==> src/design/rgb_channel_run_length_encoder_core_macros.svh <==
// Assertion macros for the RGB run-length encoder core.
// Included by the top level; each macro expects clk and rst in scope.
`ifndef RGB_CHANNEL_RUN_LENGTH_ENCODER_CORE_MACROS_SVH
`define RGB_CHANNEL_RUN_LENGTH_ENCODER_CORE_MACROS_SVH

// Same-cycle implication, checked outside reset.
`define RGBRLE_ASSERT_NOW(label, ante, cons) \
  label: assert property (@(posedge clk) disable iff (rst) (ante) |-> (cons)) \
    else $error("rgbrle: same-cycle check failed");

// Next-cycle implication, checked outside reset.
`define RGBRLE_ASSERT_NEXT(label, ante, cons) \
  label: assert property (@(posedge clk) disable iff (rst) (ante) |=> (cons)) \
    else $error("rgbrle: next-cycle check failed");

`endif

==> src/design/rgbrle_pkg.sv <==
// Shared types and constants for the RGB run-length encoder core.
// No dependencies; every other design file but the macros header refers to it by scoped names.
`default_nettype none

package rgbrle_pkg;

  localparam int SEGMENT_PIXELS = 16;
  localparam int NUM_CH         = 3;
  localparam int PIX_W          = 8;
  localparam int LEN_W          = 5;
  localparam int IDX_W          = (SEGMENT_PIXELS > 1) ? $clog2(SEGMENT_PIXELS) : 1;

  typedef enum logic [1:0] {
    CH_RED   = 2'd0,
    CH_GREEN = 2'd1,
    CH_BLUE  = 2'd2
  } channel_t;

  typedef struct packed {
    logic [LEN_W-1:0] len;
    logic [PIX_W-1:0] value;
  } run_t;

  // Pixel strobe from the sequencer to the lanes.
  typedef struct packed {
    logic take;
    logic first;
  } lane_ctrl_t;

  // Read request from the sequencer to the lanes.
  typedef struct packed {
    logic             en;
    logic [IDX_W-1:0] idx;
  } rd_req_t;

endpackage

`default_nettype wire

==> src/design/rgbrle_if.sv <==
// Valid/ready channel interfaces: pixel input and run output.
// Depends on rgbrle_pkg for field widths.
`default_nettype none

interface rgbrle_pixel_if;
  logic                          valid;
  logic                          ready;
  logic [rgbrle_pkg::PIX_W-1:0]  red;
  logic [rgbrle_pkg::PIX_W-1:0]  green;
  logic [rgbrle_pkg::PIX_W-1:0]  blue;

  modport source (output valid, red, green, blue, input ready);
  modport sink   (input valid, red, green, blue, output ready);
endinterface

interface rgbrle_run_if;
  logic                          valid;
  logic                          ready;
  logic [1:0]                    channel;
  logic [rgbrle_pkg::LEN_W-1:0]  run_length;
  logic [rgbrle_pkg::PIX_W-1:0]  run_value;
  logic                          segment_last;

  modport source (output valid, channel, run_length, run_value, segment_last, input ready);
  modport sink   (input valid, channel, run_length, run_value, segment_last, output ready);
endinterface

`default_nettype wire

==> src/design/rgb_channel_run_length_encoder_core.sv <==
// RGB run-length encoder core, top level.
// Depends on rgbrle_pkg, rgbrle_if, rgbrle_lane, rgbrle_merge and the macros header.
//
// Usage:
//   pix  : one RGB888 pixel per beat (valid/ready). Pixels are grouped into
//          segments of rgbrle_pkg::SEGMENT_PIXELS.
//   runs : one (channel, run_length, run_value) beat per run. After the last
//          pixel of a segment, all red runs, then green, then blue, are sent
//          in arrival order; segment_last marks the final blue run.
//   Three lanes, one per color, track runs in parallel; a single pixel beat
//   is taken each cycle while a segment fills. Only the last pixel causes
//   results: it starts the readout, each run passes through the lane read
//   register and then the output register, then one run per cycle while
//   runs.ready is high. N pixels give at most 3N runs, read by the single
//   read port of each lane store and sent by the one-beat-per-cycle output.
//   pix.ready stays low while the runs of a segment are read out of the
//   lanes; the last two runs may still sit in the read and output registers.
//   A stall on runs holds the output register and the read stage; nothing
//   is dropped. Reset (rst, synchronous) empties both stages and starts a
//   new segment; no clearing pass is needed.
`default_nettype none
`include "rgb_channel_run_length_encoder_core_macros.svh"

module rgb_channel_run_length_encoder_core (
  input  wire         clk,
  input  wire         rst,
  rgbrle_pixel_if.sink pix,
  rgbrle_run_if.source runs
);

  rgbrle_pkg::lane_ctrl_t          ctrl;
  rgbrle_pkg::rd_req_t             rd;
  logic                            seg_end;
  logic [rgbrle_pkg::IDX_W-1:0]    pos   [rgbrle_pkg::NUM_CH];
  rgbrle_pkg::run_t                rdata [rgbrle_pkg::NUM_CH];
  logic [rgbrle_pkg::PIX_W-1:0]    sample [rgbrle_pkg::NUM_CH];
  rgbrle_pkg::channel_t            out_channel;
  rgbrle_pkg::run_t                out_run;

  assign sample[rgbrle_pkg::CH_RED]   = pix.red;
  assign sample[rgbrle_pkg::CH_GREEN] = pix.green;
  assign sample[rgbrle_pkg::CH_BLUE]  = pix.blue;

  for (genvar g = 0; g < rgbrle_pkg::NUM_CH; g++) begin : g_lane
    rgbrle_lane u_lane (
      .clk    (clk),
      .rst    (rst),
      .ctrl   (ctrl),
      .sample (sample[g]),
      .rd     (rd),
      .pos    (pos[g]),
      .rdata  (rdata[g])
    );
  end

  rgbrle_merge u_merge (
    .clk         (clk),
    .rst         (rst),
    .in_valid    (pix.valid),
    .in_ready    (pix.ready),
    .ctrl        (ctrl),
    .seg_end     (seg_end),
    .rd          (rd),
    .pos         (pos),
    .rdata       (rdata),
    .out_valid   (runs.valid),
    .out_ready   (runs.ready),
    .out_channel (out_channel),
    .out_run     (out_run),
    .out_last    (runs.segment_last)
  );

  assign runs.channel    = out_channel;
  assign runs.run_length = out_run.len;
  assign runs.run_value  = out_run.value;

  `RGBRLE_ASSERT_NOW(a_last_is_blue, runs.valid && runs.segment_last, out_channel == rgbrle_pkg::CH_BLUE)
  `RGBRLE_ASSERT_NOW(a_len_nonzero, runs.valid, out_run.len != '0)
  `RGBRLE_ASSERT_NEXT(a_hold_after_segment, ctrl.take && seg_end, !pix.ready)

endmodule

`default_nettype wire

==> src/design/rgbrle_lane.sv <==
// One color lane: tracks the open run and stores closed runs of a segment.
// Depends on rgbrle_pkg; instantiated three times by the top level.
`default_nettype none

module rgbrle_lane (
  input  wire                            clk,
  input  wire                            rst,
  input  rgbrle_pkg::lane_ctrl_t         ctrl,
  input  wire [rgbrle_pkg::PIX_W-1:0]    sample,
  input  rgbrle_pkg::rd_req_t            rd,
  output logic [rgbrle_pkg::IDX_W-1:0]   pos,
  output rgbrle_pkg::run_t               rdata
);

  rgbrle_pkg::run_t               mem [rgbrle_pkg::SEGMENT_PIXELS];
  logic [rgbrle_pkg::LEN_W-1:0]   cur_len;
  logic [rgbrle_pkg::PIX_W-1:0]   cur_val;
  logic                           repeat_hit;

  assign repeat_hit = (sample == cur_val);

  always_ff @(posedge clk) begin
    if (rst) begin
      pos <= '0;
    end else if (ctrl.take) begin
      if (ctrl.first) begin
        pos <= '0;
      end else if (!repeat_hit) begin
        pos <= pos + rgbrle_pkg::IDX_W'(1);
      end
    end
  end

  // Open run lives in registers; close it into the store on a value change.
  always_ff @(posedge clk) begin
    if (ctrl.take) begin
      if (ctrl.first || !repeat_hit) begin
        cur_len <= rgbrle_pkg::LEN_W'(1);
        cur_val <= sample;
      end else begin
        cur_len <= cur_len + rgbrle_pkg::LEN_W'(1);
      end
      if (!ctrl.first && !repeat_hit) begin
        mem[pos] <= '{len: cur_len, value: cur_val};
      end
    end
  end

  // Registered read; the open run stands at the current position.
  always_ff @(posedge clk) begin
    if (rd.en) begin
      if (rd.idx == pos) begin
        rdata <= '{len: cur_len, value: cur_val};
      end else begin
        rdata <= mem[rd.idx];
      end
    end
  end

endmodule

`default_nettype wire

==> src/design/rgbrle_merge.sv <==
// Segment sequencer and merge stage: counts pixels, then walks the lanes
// red, green, blue through a read stage into the output register.
// Depends on rgbrle_pkg.
`default_nettype none

module rgbrle_merge (
  input  wire                            clk,
  input  wire                            rst,
  input  wire                            in_valid,
  output logic                           in_ready,
  output rgbrle_pkg::lane_ctrl_t         ctrl,
  output logic                           seg_end,
  output rgbrle_pkg::rd_req_t            rd,
  input  wire [rgbrle_pkg::IDX_W-1:0]    pos   [rgbrle_pkg::NUM_CH],
  input  rgbrle_pkg::run_t               rdata [rgbrle_pkg::NUM_CH],
  output logic                           out_valid,
  input  wire                            out_ready,
  output rgbrle_pkg::channel_t           out_channel,
  output rgbrle_pkg::run_t               out_run,
  output logic                           out_last
);

  logic                           emitting;
  logic [rgbrle_pkg::IDX_W-1:0]   seg_count;
  rgbrle_pkg::channel_t           ch;
  logic [rgbrle_pkg::IDX_W-1:0]   k;
  logic                           rd_valid;
  rgbrle_pkg::channel_t           rd_ch;
  logic                           rd_last;
  logic                           load_out;
  logic                           issue;
  logic                           at_end;

  assign in_ready   = !emitting;
  assign ctrl.take  = in_valid && in_ready;
  assign ctrl.first = (seg_count == '0);
  assign seg_end    = (seg_count == rgbrle_pkg::IDX_W'(rgbrle_pkg::SEGMENT_PIXELS - 1));

  assign load_out = rd_valid && (!out_valid || out_ready);
  assign issue    = emitting && (!rd_valid || load_out);
  assign at_end   = (k == pos[ch]);
  assign rd.en    = issue;
  assign rd.idx   = k;

  always_ff @(posedge clk) begin
    if (rst) begin
      emitting  <= 1'b0;
      seg_count <= '0;
      ch        <= rgbrle_pkg::CH_RED;
      k         <= '0;
      rd_valid  <= 1'b0;
      out_valid <= 1'b0;
    end else begin
      if (ctrl.take) begin
        if (seg_end) begin
          seg_count <= '0;
          emitting  <= 1'b1;
          ch        <= rgbrle_pkg::CH_RED;
          k         <= '0;
        end else begin
          seg_count <= seg_count + rgbrle_pkg::IDX_W'(1);
        end
      end
      if (issue) begin
        rd_valid <= 1'b1;
        if (at_end) begin
          k <= '0;
          if (ch == rgbrle_pkg::CH_BLUE) begin
            emitting <= 1'b0;
          end else begin
            ch <= rgbrle_pkg::channel_t'(ch + 2'd1);
          end
        end else begin
          k <= k + rgbrle_pkg::IDX_W'(1);
        end
      end else if (load_out) begin
        rd_valid <= 1'b0;
      end
      if (load_out) begin
        out_valid <= 1'b1;
      end else if (out_ready) begin
        out_valid <= 1'b0;
      end
    end
  end

  // Tag travels with the read; payload moves only when the output frees up.
  always_ff @(posedge clk) begin
    if (issue) begin
      rd_ch   <= ch;
      rd_last <= (ch == rgbrle_pkg::CH_BLUE) && at_end;
    end
    if (load_out) begin
      out_channel <= rd_ch;
      out_run     <= rdata[rd_ch];
      out_last    <= rd_last;
    end
  end

endmodule

`default_nettype wire
==> src/flat_wrapper.sv <==
// flat-port wrapper written by rule: the top's interface ports become plain ports
module rgb_channel_run_length_encoder_core_flat 
  (clk, rst, pix_valid, pix_red, pix_green, pix_blue, pix_ready, runs_valid, runs_channel, runs_run_length, runs_run_value, runs_segment_last, runs_ready);
  rgbrle_pixel_if pix_i ();
  rgbrle_run_if runs_i ();
  input  wire clk;
  input  wire rst;
  input wire logic [$bits(pix_i.valid)-1:0] pix_valid;
  input wire logic [$bits(pix_i.red)-1:0] pix_red;
  input wire logic [$bits(pix_i.green)-1:0] pix_green;
  input wire logic [$bits(pix_i.blue)-1:0] pix_blue;
  output wire logic [$bits(pix_i.ready)-1:0] pix_ready;
  output wire logic [$bits(runs_i.valid)-1:0] runs_valid;
  output wire logic [$bits(runs_i.channel)-1:0] runs_channel;
  output wire logic [$bits(runs_i.run_length)-1:0] runs_run_length;
  output wire logic [$bits(runs_i.run_value)-1:0] runs_run_value;
  output wire logic [$bits(runs_i.segment_last)-1:0] runs_segment_last;
  input wire logic [$bits(runs_i.ready)-1:0] runs_ready;
  assign pix_i.valid = pix_valid;
  assign pix_i.red = pix_red;
  assign pix_i.green = pix_green;
  assign pix_i.blue = pix_blue;
  assign pix_ready = pix_i.ready;
  assign runs_valid = runs_i.valid;
  assign runs_channel = runs_i.channel;
  assign runs_run_length = runs_i.run_length;
  assign runs_run_value = runs_i.run_value;
  assign runs_segment_last = runs_i.segment_last;
  assign runs_i.ready = runs_ready;
  rgb_channel_run_length_encoder_core u_core (.clk(clk), .rst(rst), .pix(pix_i), .runs(runs_i));
endmodule
==> config.mk <==
export PLATFORM = sky130hd
export DESIGN_NAME = rgb_channel_run_length_encoder_core_flat
export DESIGN_NICKNAME = d
export VERILOG_FILES = /design/src/design/rgbrle_pkg.sv /design/src/design/rgbrle_if.sv /design/src/design/rgb_channel_run_length_encoder_core.sv /design/src/design/rgbrle_lane.sv /design/src/design/rgbrle_merge.sv /design/src/flat_wrapper.sv
export VERILOG_INCLUDE_DIRS = /design/src /design/src/design
export SDC_FILE = /design/constraint.sdc
export NUM_CORES = 1
export LEC_CHECK = 0
export BUFFER_PORTS_ARGS = -buffer_cell sky130_fd_sc_hd__buf_2
export CELL_PAD_IN_SITES_DETAIL_PLACEMENT = 0
export CELL_PAD_IN_SITES_GLOBAL_PLACEMENT = 2
export CORE_MARGIN = 8
export CORE_UTILIZATION = 56
export CTS_BUF_LIST = sky130_fd_sc_hd__clkbuf_4
export DETAILED_ROUTE_END_ITERATION = 8
export GPL_TIMING_DRIVEN = 1
export PLACE_DENSITY_LB_ADDON = 0.25
export RECOVER_POWER = 50
export SKIP_LAST_GASP = 1
export SYNTH_ARGS = -nofsm -noshare
export SYNTH_HDL_FRONTEND = slang
export SYNTH_SLANG_ARGS = --single-unit
==> constraint.sdc <==
create_clock -name clk -period 6 [get_ports clk]
set_clock_uncertainty 0.15 [all_clocks]
set_input_delay 0.9 -clock clk [delete_from_list [all_inputs] [get_ports clk]]
set_output_delay 0.9 -clock clk [all_outputs]
set_load 0.02 [all_outputs]
==> impl_metrics.tcl, run 1 <==
set metrics [dict create \
    run_status "complete, but fails checks" \
    violations "max-capacitance violations, max-slew violations" \
    grt_first_pass_wirelength_um 94500 \
    finalWorstPathRequiredPeriod_ps 4110 \
    post_route_cells_drive_above_1_share 0.332 \
    chip_height_um 246 \
    grt_util_all_layers 0.215 \
    power.share.clock 0.400 \
    final_net_count 1695 \
    rsz0062_at_grt "false" \
    synthArstFlopShare 0 \
    post-route-cell-area_mm2 0.0334 \
    power.static_leakage_nw 10.5 \
    floorplan.io_pins 46 \
    worst_slew_margin_rel -0.249 \
    maximum_clock_rate_ghz 0.244 \
    fp.dieArea_mm2 0.0607 \
    final-setup-viol-count 0 \
    ir_drop_mv 0.257 \
    cap_violations 2 \
    syn_to_final_growth_pct 12.3 \
    hold_viol 0 \
    grt_pass1_vias 15000 \
    postRouteAntennaNets 0 \
    crit_path_end "u_core.g_lane[2].u_lane.mem[5][3]$_DFFE_PP_" \
    mappedNetlistNets 1459 \
    crit-reg2reg-capture "u_core.g_lane[2].u_lane.mem[5][3]$_DFFE_PP_" \
    cpMaxStageDelayCell "sky130_fd_sc_hd__nor2_1" \
    postSynthCellCount 1413 \
    number_of_enable_flip_flop_cells_after_synthesis 721 \
    tns_ps 0 \
    total_wirelength_of_the_detailed_routed_design_um 63200 \
    worstSetupEndpointType "flop" \
    dr.pass1.iters 5 \
    postSynthRegisterBits 750 \
    worstSetupStartpoint "u_core.u_merge.emitting$_SDFF_PP0_" \
    critPathKind "flop to flop" \
    insertion_delay_ps 990 \
    num_vias 14500 \
    cts_post_setup_buffers_inserted 0 \
    worst-path-max-fanout 20 \
    place_area_mm2 0.0309 \
    synth.top_cells.by_area "sky130_fd_sc_hd__edfxtp_1, sky130_fd_sc_hd__mux4_2, sky130_fd_sc_hd__dfxtp_1" \
    power_density_mw_per_mm2 304 \
    tritoncts "yes" \
    slew_viol_final 65 \
    ctsLongestPathBuffers 3 \
    min-delay-path-class "input port to flop" \
    post_synth_most_frequent_cells "sky130_fd_sc_hd__edfxtp_1, sky130_fd_sc_hd__mux4_2, sky130_fd_sc_hd__nor2_1" \
    cts.htree.levels 4 \
    crit_path_frequent_cell "sky130_fd_sc_hd__nand2b_1" \
    total_cts_buffers 185 \
    route.detailed.wl_per_inst_um 25.6 \
    critical_path_required_ps 6400 \
    power.internal_mw 7.98 \
    grt_start_max_net_pins 74 \
    die_width_um 246 \
    netSwitchingPower_mw 2.17 \
    tightestPinTransition_ps 1870 \
    avgSynthCellArea_um2 21.0 \
    pwr-share-comb 0.024 \
    max_stage_delay_ps 1020 \
    synth_most_common_cell "sky130_fd_sc_hd__edfxtp_1" \
    syn-cell-area_mm2 0.0297 \
    reg2regPathDepth 6 \
    place.detailed.hpwl_um 40100 \
    gp_congestion 0.805 \
    synth.largest_area_cell "sky130_fd_sc_hd__edfxtp_1" \
    clock_sink_count 750 \
    cts_root_buffer "sky130_fd_sc_hd__clkbuf_4" \
    grt_remaining_overflow 0 \
    fin_crit_sh 0.684 \
    finish.utilization 0.635 \
    synth_unique_cells 41 \
    post-layout-total-power_mw 10.1 \
    drt_drc_violations_left 0 \
    worst-r2r-setup-slack_ps 1890 \
    drt-vias-per-instance 5.85 \
    critical_path_arrival_ps 4500 \
    initial_utilization 0.565 \
    synth_top_area_frac 0.729 \
    crit_path_cell_trace "nand2b_1 > inv_1 > nand2b_1 > a21oi_1 > nand3b_1 > nor2_1" \
    synth_sequential_area_ratio 0.748 \
    worst_setup_hold_path_clk_slew_ps 60 \
    synth_top_flop_cell "sky130_fd_sc_hd__edfxtp_1" \
    yosys_warnings 0 \
    share_seq_of_total_power 0.576 \
    core_area_mm2 0.0526 \
    ctsResizeCount 0 \
    timing.critical_path.from_type "flop" \
    netSwitchingFraction 0.214 \
    core.rowCount 84 \
    dr.first_iter.drc_count 1153 \
    rr_startpoint "u_core.u_merge.emitting$_SDFF_PP0_" \
    number_of_antenna_violations_at_the_first_check_in_global_routing 3 \
    number_of_buffers_inserted_by_port_buffering 45 \
]
## repair_timing
item | 4_1_cts | 5_1_grt
setup endpoints to repair | 0 | 0
hold buffers | 25 | 0
hold endpoints to repair | 26 | 0
## stage by stage
step	cells	hold WS, ps	setup slack (ps)
floorplan	1413	250	2690
global route	2471	201	1510
finish	2472	284	1890
global placement	2125	276	1470
detailed placement	2125	295	1210
CTS	2470	137	1760
## layout make-up
class                           instances  area [um2]
Timing Repair Buffer                  114         795
Antenna cell                            2        5.00
Fill cell                            3736       19200
Clock inverter                         55         289
Clock buffer                          265        1990
Tap cell                              688         861
Sequential cell                       750       22200
Inverter                               32         120
Multi-Input combinational cell        566        7050
## layer usage
metal  vias up  routed length (um)  global-route usage
met5         -                   0                   0
li1       6394                   -                   -
met4         0                1710              0.0894
met1      7417               26200               0.291
met2       552               30400               0.329
met3        92                4900              0.0591
## power by group through the flow
stage	logic [mW]	clock network [mW]	registers, mW
6_report	0.243	4.06	5.84
2_1_floorplan	0.134	0	5.92
4_1_cts	0.247	4.19	5.84
5_1_grt	0.261	4.44	5.85
3_5_place_dp	0.233	0	5.96
3_3_place_gp	0.232	0	5.95
## layout by cell type, fill, tap and decap left out, drive strengths merged, types with 3 or more instances in the layout
| master | synthesis | routed |
|---|---|---|
| mux2i | 19 | 19 |
| edfxtp | 721 | 721 |
| nand4 | 3 | 3 |
| mux2 | 42 | 42 |
| nand3 | 21 | 21 |
| nor2b | 6 | 6 |
| nand2 | 46 | 46 |
| o21ai | 17 | 17 |
| nor3 | 6 | 6 |
| dfxtp | 29 | 29 |
| buf | 32 | 60 |
| clkinvlp | 0 | 3 |
| clkbuf | 33 | 294 |
| nor2 | 73 | 73 |
| a31o | 3 | 3 |
| xor2 | 31 | 31 |
| dlygate4sd3 | 0 | 25 |
| nand3b | 5 | 5 |
| ha | 18 | 18 |
| and2 | 5 | 5 |
| mux4 | 195 | 195 |
| o221a | 3 | 3 |
| a22oi | 3 | 3 |
| a21oi | 14 | 14 |
| clkinv | 0 | 45 |
| nor4 | 19 | 19 |
| nand2b | 4 | 4 |
| a31oi | 3 | 3 |
| o221ai | 3 | 3 |
| inv | 32 | 37 |
| o32ai | 3 | 3 |
| xnor2 | 16 | 16 |
## how the worst min path moves through the flow
stage	startpoint	end	slack (ps)	cells past startpoint
after detailed placement	u_core.u_merge.rd_last$_DFFE_PP_	u_core.u_merge.out_last$_DFFE_PP_	290	0
after floorplan	u_core.u_merge.rd_last$_DFFE_PP_	u_core.u_merge.out_last$_DFFE_PP_	250	0
final	rst	u_core.g_lane[1].u_lane.pos[1]$_SDFFE_PP0P_	280	2
after global placement	u_core.u_merge.rd_last$_DFFE_PP_	u_core.u_merge.out_last$_DFFE_PP_	280	0
after global routing	rst	u_core.g_lane[2].u_lane.pos[0]$_SDFFE_PP0P_	200	2
after CTS	rst	u_core.u_merge.seg_count[2]$_SDFFE_PP0N_	140	2
## cells by family after synthesis
logic type               share of synthesized area
adder cells (fa/ha/maj)                    0.00758
flip-flops                                   0.748
XOR/XNOR                                    0.0139
AND/OR/NAND/NOR                             0.0295
AO/OA/AOI/OAI                               0.0117
multiplexers                                 0.172
buffers and inverters                       0.0170
## registers in the layout (all words and copies together) (netlist names), named ones only
| name | count |
|---|---|
| u_core.u_merge.emitting | 1 |
| u_core.u_merge.out_run | 13 |
| u_core.u_merge.rd_valid | 1 |
| u_core.u_merge.ch | 2 |
| u_core.g_lane.u_lane.cur_len | 15 |
| u_core.u_merge.k | 4 |
| u_core.u_merge.out_channel | 2 |
| u_core.u_merge.out_last | 1 |
| u_core.u_merge.out_valid | 1 |
| u_core.u_merge.seg_count | 4 |
| u_core.u_merge.rd_last | 1 |
| u_core.g_lane.u_lane.mem | 624 |
| u_core.g_lane.u_lane.cur_val | 24 |
| u_core.g_lane.u_lane.pos | 12 |
| u_core.u_merge.rd_ch | 2 |
| u_core.g_lane.u_lane.rdata | 39 |
## worst max-delay path, delay by kind of cell, from the launching register on
kind | cells | cell delay (ps)
AND/OR/NAND/NOR | 4 | 1840
AO/OA/AOI/OAI | 1 | 740
buffers and inverters | 1 | 630
flip-flops | 1 | 330
Power figures use the tool's default switching activity.
==> run 2: changes to the inputs <==
--- a/config.mk
+++ b/config.mk
@@ -10,7 +10,7 @@
 export CELL_PAD_IN_SITES_DETAIL_PLACEMENT = 0
 export CELL_PAD_IN_SITES_GLOBAL_PLACEMENT = 2
 export CORE_MARGIN = 8
-export CORE_UTILIZATION = 56
+export CORE_UTILIZATION = 52
 export CTS_BUF_LIST = sky130_fd_sc_hd__clkbuf_4
 export DETAILED_ROUTE_END_ITERATION = 8
 export GPL_TIMING_DRIVEN = 1
==> constraint.sdc (replaced) <==
create_clock -name clk -period 4.3 [get_ports clk]
set_clock_uncertainty 0.15 [all_clocks]
set_input_delay 0.645 -clock clk [delete_from_list [all_inputs] [get_ports clk]]
set_output_delay 0.645 -clock clk [all_outputs]
set_load 0.02 [all_outputs]
==> run 2 against run 1 <==
- the flow still finishes with violations (max-capacitance violations, max-slew violations)
- total power grew 40%
- clock power grew 42%
- sequential power grew 39%
- count of clock-buffer cells in the layout shrank 2
- wire length grew 5.3%
- core utilization shrank 3.6 points
- register-to-register slack lost 1100 ps
- final cell count grew 4.3%
- highest routed layer unchanged
==> impl_metrics.tcl, run 2 (synthesis gave the netlist of run 1 again) <==
set metrics [dict create \
    finish.utilization 0.599 \
    maximum_clock_rate_ghz 0.281 \
    postRouteAntennaNets 0 \
    grt_pass1_vias 15700 \
    run_status "complete, but fails checks" \
    place.detailed.hpwl_um 38700 \
    initial_utilization 0.527 \
    power_density_mw_per_mm2 422 \
    place_area_mm2 0.0313 \
    worst_slew_margin_rel -0.270 \
    final-setup-viol-count 0 \
    ctsLongestPathBuffers 3 \
    worstSetupEndpointType "flop" \
    post-route-cell-area_mm2 0.0338 \
    mostFrequentLayoutCell "sky130_fd_sc_hd__edfxtp_1" \
    grt_start_max_net_pins 86 \
    clock_sink_count 750 \
    dr.pass1.iters 5 \
    fin_crit_sh 0.826 \
    die_width_um 255 \
    final_net_count 1738 \
    critPathKind "flop to flop" \
    route.detailed.wl_per_inst_um 25.8 \
    core_area_mm2 0.0564 \
    worst-path-max-fanout 18 \
    grt_util_all_layers 0.212 \
    total_wirelength_of_the_detailed_routed_design_um 66600 \
    dr.first_iter.drc_count 1399 \
    drt_drc_violations_left 0 \
    post_route_cells_drive_above_1_share 0.330 \
    cts_root_buffer "sky130_fd_sc_hd__clkbuf_4" \
    violations "max-capacitance violations, max-slew violations" \
    ir_drop_mv 0.303 \
    layout.cells.most_common_list "sky130_fd_sc_hd__edfxtp_1, sky130_fd_sc_hd__clkbuf_4, sky130_fd_sc_hd__mux4_2" \
    largestRegisters "u_core.g_lane.u_lane.mem x624, u_core.g_lane.u_lane.rdata x39, u_core.g_lane.u_lane.cur_val x24" \
    worst_setup_hold_path_clk_slew_ps 60 \
    hold_viol 0 \
    number_of_buffers_inserted_by_port_buffering 45 \
    critical_path_required_ps 4850 \
    drt-vias-per-instance 5.80 \
    cts_post_setup_buffers_inserted 0 \
    critical_path_arrival_ps 4110 \
    fp.dieArea_mm2 0.0650 \
    min-delay-path-class "input port to flop" \
    insertion_delay_ps 1010 \
    cts.htree.levels 4 \
    tritoncts "yes" \
    chip_height_um 255 \
    core.rowCount 87 \
    tns_ps 0 \
    tightestPinTransition_ps 1900 \
    num_vias 14900 \
    power.static_leakage_nw 10.7 \
    timing.critical_path.from_type "flop" \
    syn_to_final_growth_pct 13.7 \
    cap_violations 3 \
    floorplan.io_pins 46 \
    gp_congestion 0.742 \
    final_cells 2579 \
    rsz0062_at_grt "false" \
    registers.top_by_ff_count "u_core.g_lane.u_lane.mem" \
    largest_register_ffs 624 \
    finalHoldWorstSlack_ps 273 \
    grt_remaining_overflow 0 \
    total_cts_buffers 187 \
    slew_viol_final 64 \
    grt_first_pass_wirelength_um 99300 \
    number_of_antenna_violations_at_the_first_check_in_global_routing 4 \
    dp.cells 2231 \
    finalWorstPathRequiredPeriod_ps 3550 \
]
-- run 2: cell count changes in the layout (fill, tap and decap cells not counted), moves of 4 or more --
cell and delta:
sky130_fd_sc_hd__clkinv_1 +4, sky130_fd_sc_hd__buf_2 -12, sky130_fd_sc_hd__buf_4 +30, sky130_fd_sc_hd__inv_2 -4, sky130_fd_sc_hd__diode_2 +5, sky130_fd_sc_hd__clkbuf_1 +18
-- run 2: cell type report --
class / count / area (um2)
Fill cell: 4229 / 22600
Sequential cell: 750 / 22200
Multi-Input combinational cell: 566 / 7050
Clock buffer: 263 / 1970
Timing Repair Buffer: 155 / 1100
Tap cell: 756 / 946
Clock inverter: 50 / 324
Inverter: 32 / 120
Antenna cell: 7 / 17.5
-- run 2: report_power, final --
| part | internal [mW] | leakage (nW) | switching [mW] | total (mW) |
|---|---|---|---|---|
| combinational | 0.147 | 2.56 | 0.193 | 0.340 |
| sequential | 8.04 | 6.76 | 0.0838 | 8.13 |
| clock | 3.09 | 1.36 | 2.70 | 5.78 |
-- run 2: worst paths after layout --
path | from | endpoint | slack [ps] | cells after the start
min reg2reg | u_core.u_merge.rd_last$_DFFE_PP_ | u_core.u_merge.out_last$_DFFE_PP_ | 280 | 0
min | pix_green[1] | u_core.g_lane[1].u_lane.cur_val[1]$_DFFE_PP_ | 270 | 2
max | u_core.g_lane[2].u_lane.cur_val[4]$_DFFE_PP_ | u_core.g_lane[2].u_lane.mem[7][9]$_DFFE_PP_ | 750 | 6
max reg2reg | u_core.g_lane[2].u_lane.cur_val[4]$_DFFE_PP_ | u_core.g_lane[2].u_lane.mem[7][9]$_DFFE_PP_ | 750 | 6
-- run 2: metrics by stage --
step,total power [mW],setup slack (ps)
after floorplan,8.45,1250
after CTS,14.4,746
after global routing,14.8,558
after detailed placement,8.61,731
final,14.2,746
after global placement,8.60,705
-- run 2: routing by layer --
metal	vias up	share of wire	GRT usage
met5	-	0	0
met4	0	0.019	0.0817
met3	93	0.069	0.0533
met2	548	0.49	0.340
met1	7809	0.42	0.280
li1	6497	-	-
-- run 2: repair_timing --
action	in CTS	in global routing
resized for setup	0	0
hold endpoints to repair	51	0
hold buffers	28	0
-- run 2: critical path, cell delays in order (launching register included) --
cell                       delay (ps)
sky130_fd_sc_hd__edfxtp_1         680
sky130_fd_sc_hd__xor2_1           270
sky130_fd_sc_hd__nor4_1          1070
sky130_fd_sc_hd__a21oi_1          510
sky130_fd_sc_hd__nand3b_1         320
sky130_fd_sc_hd__nor2_1            70
sky130_fd_sc_hd__buf_4            210
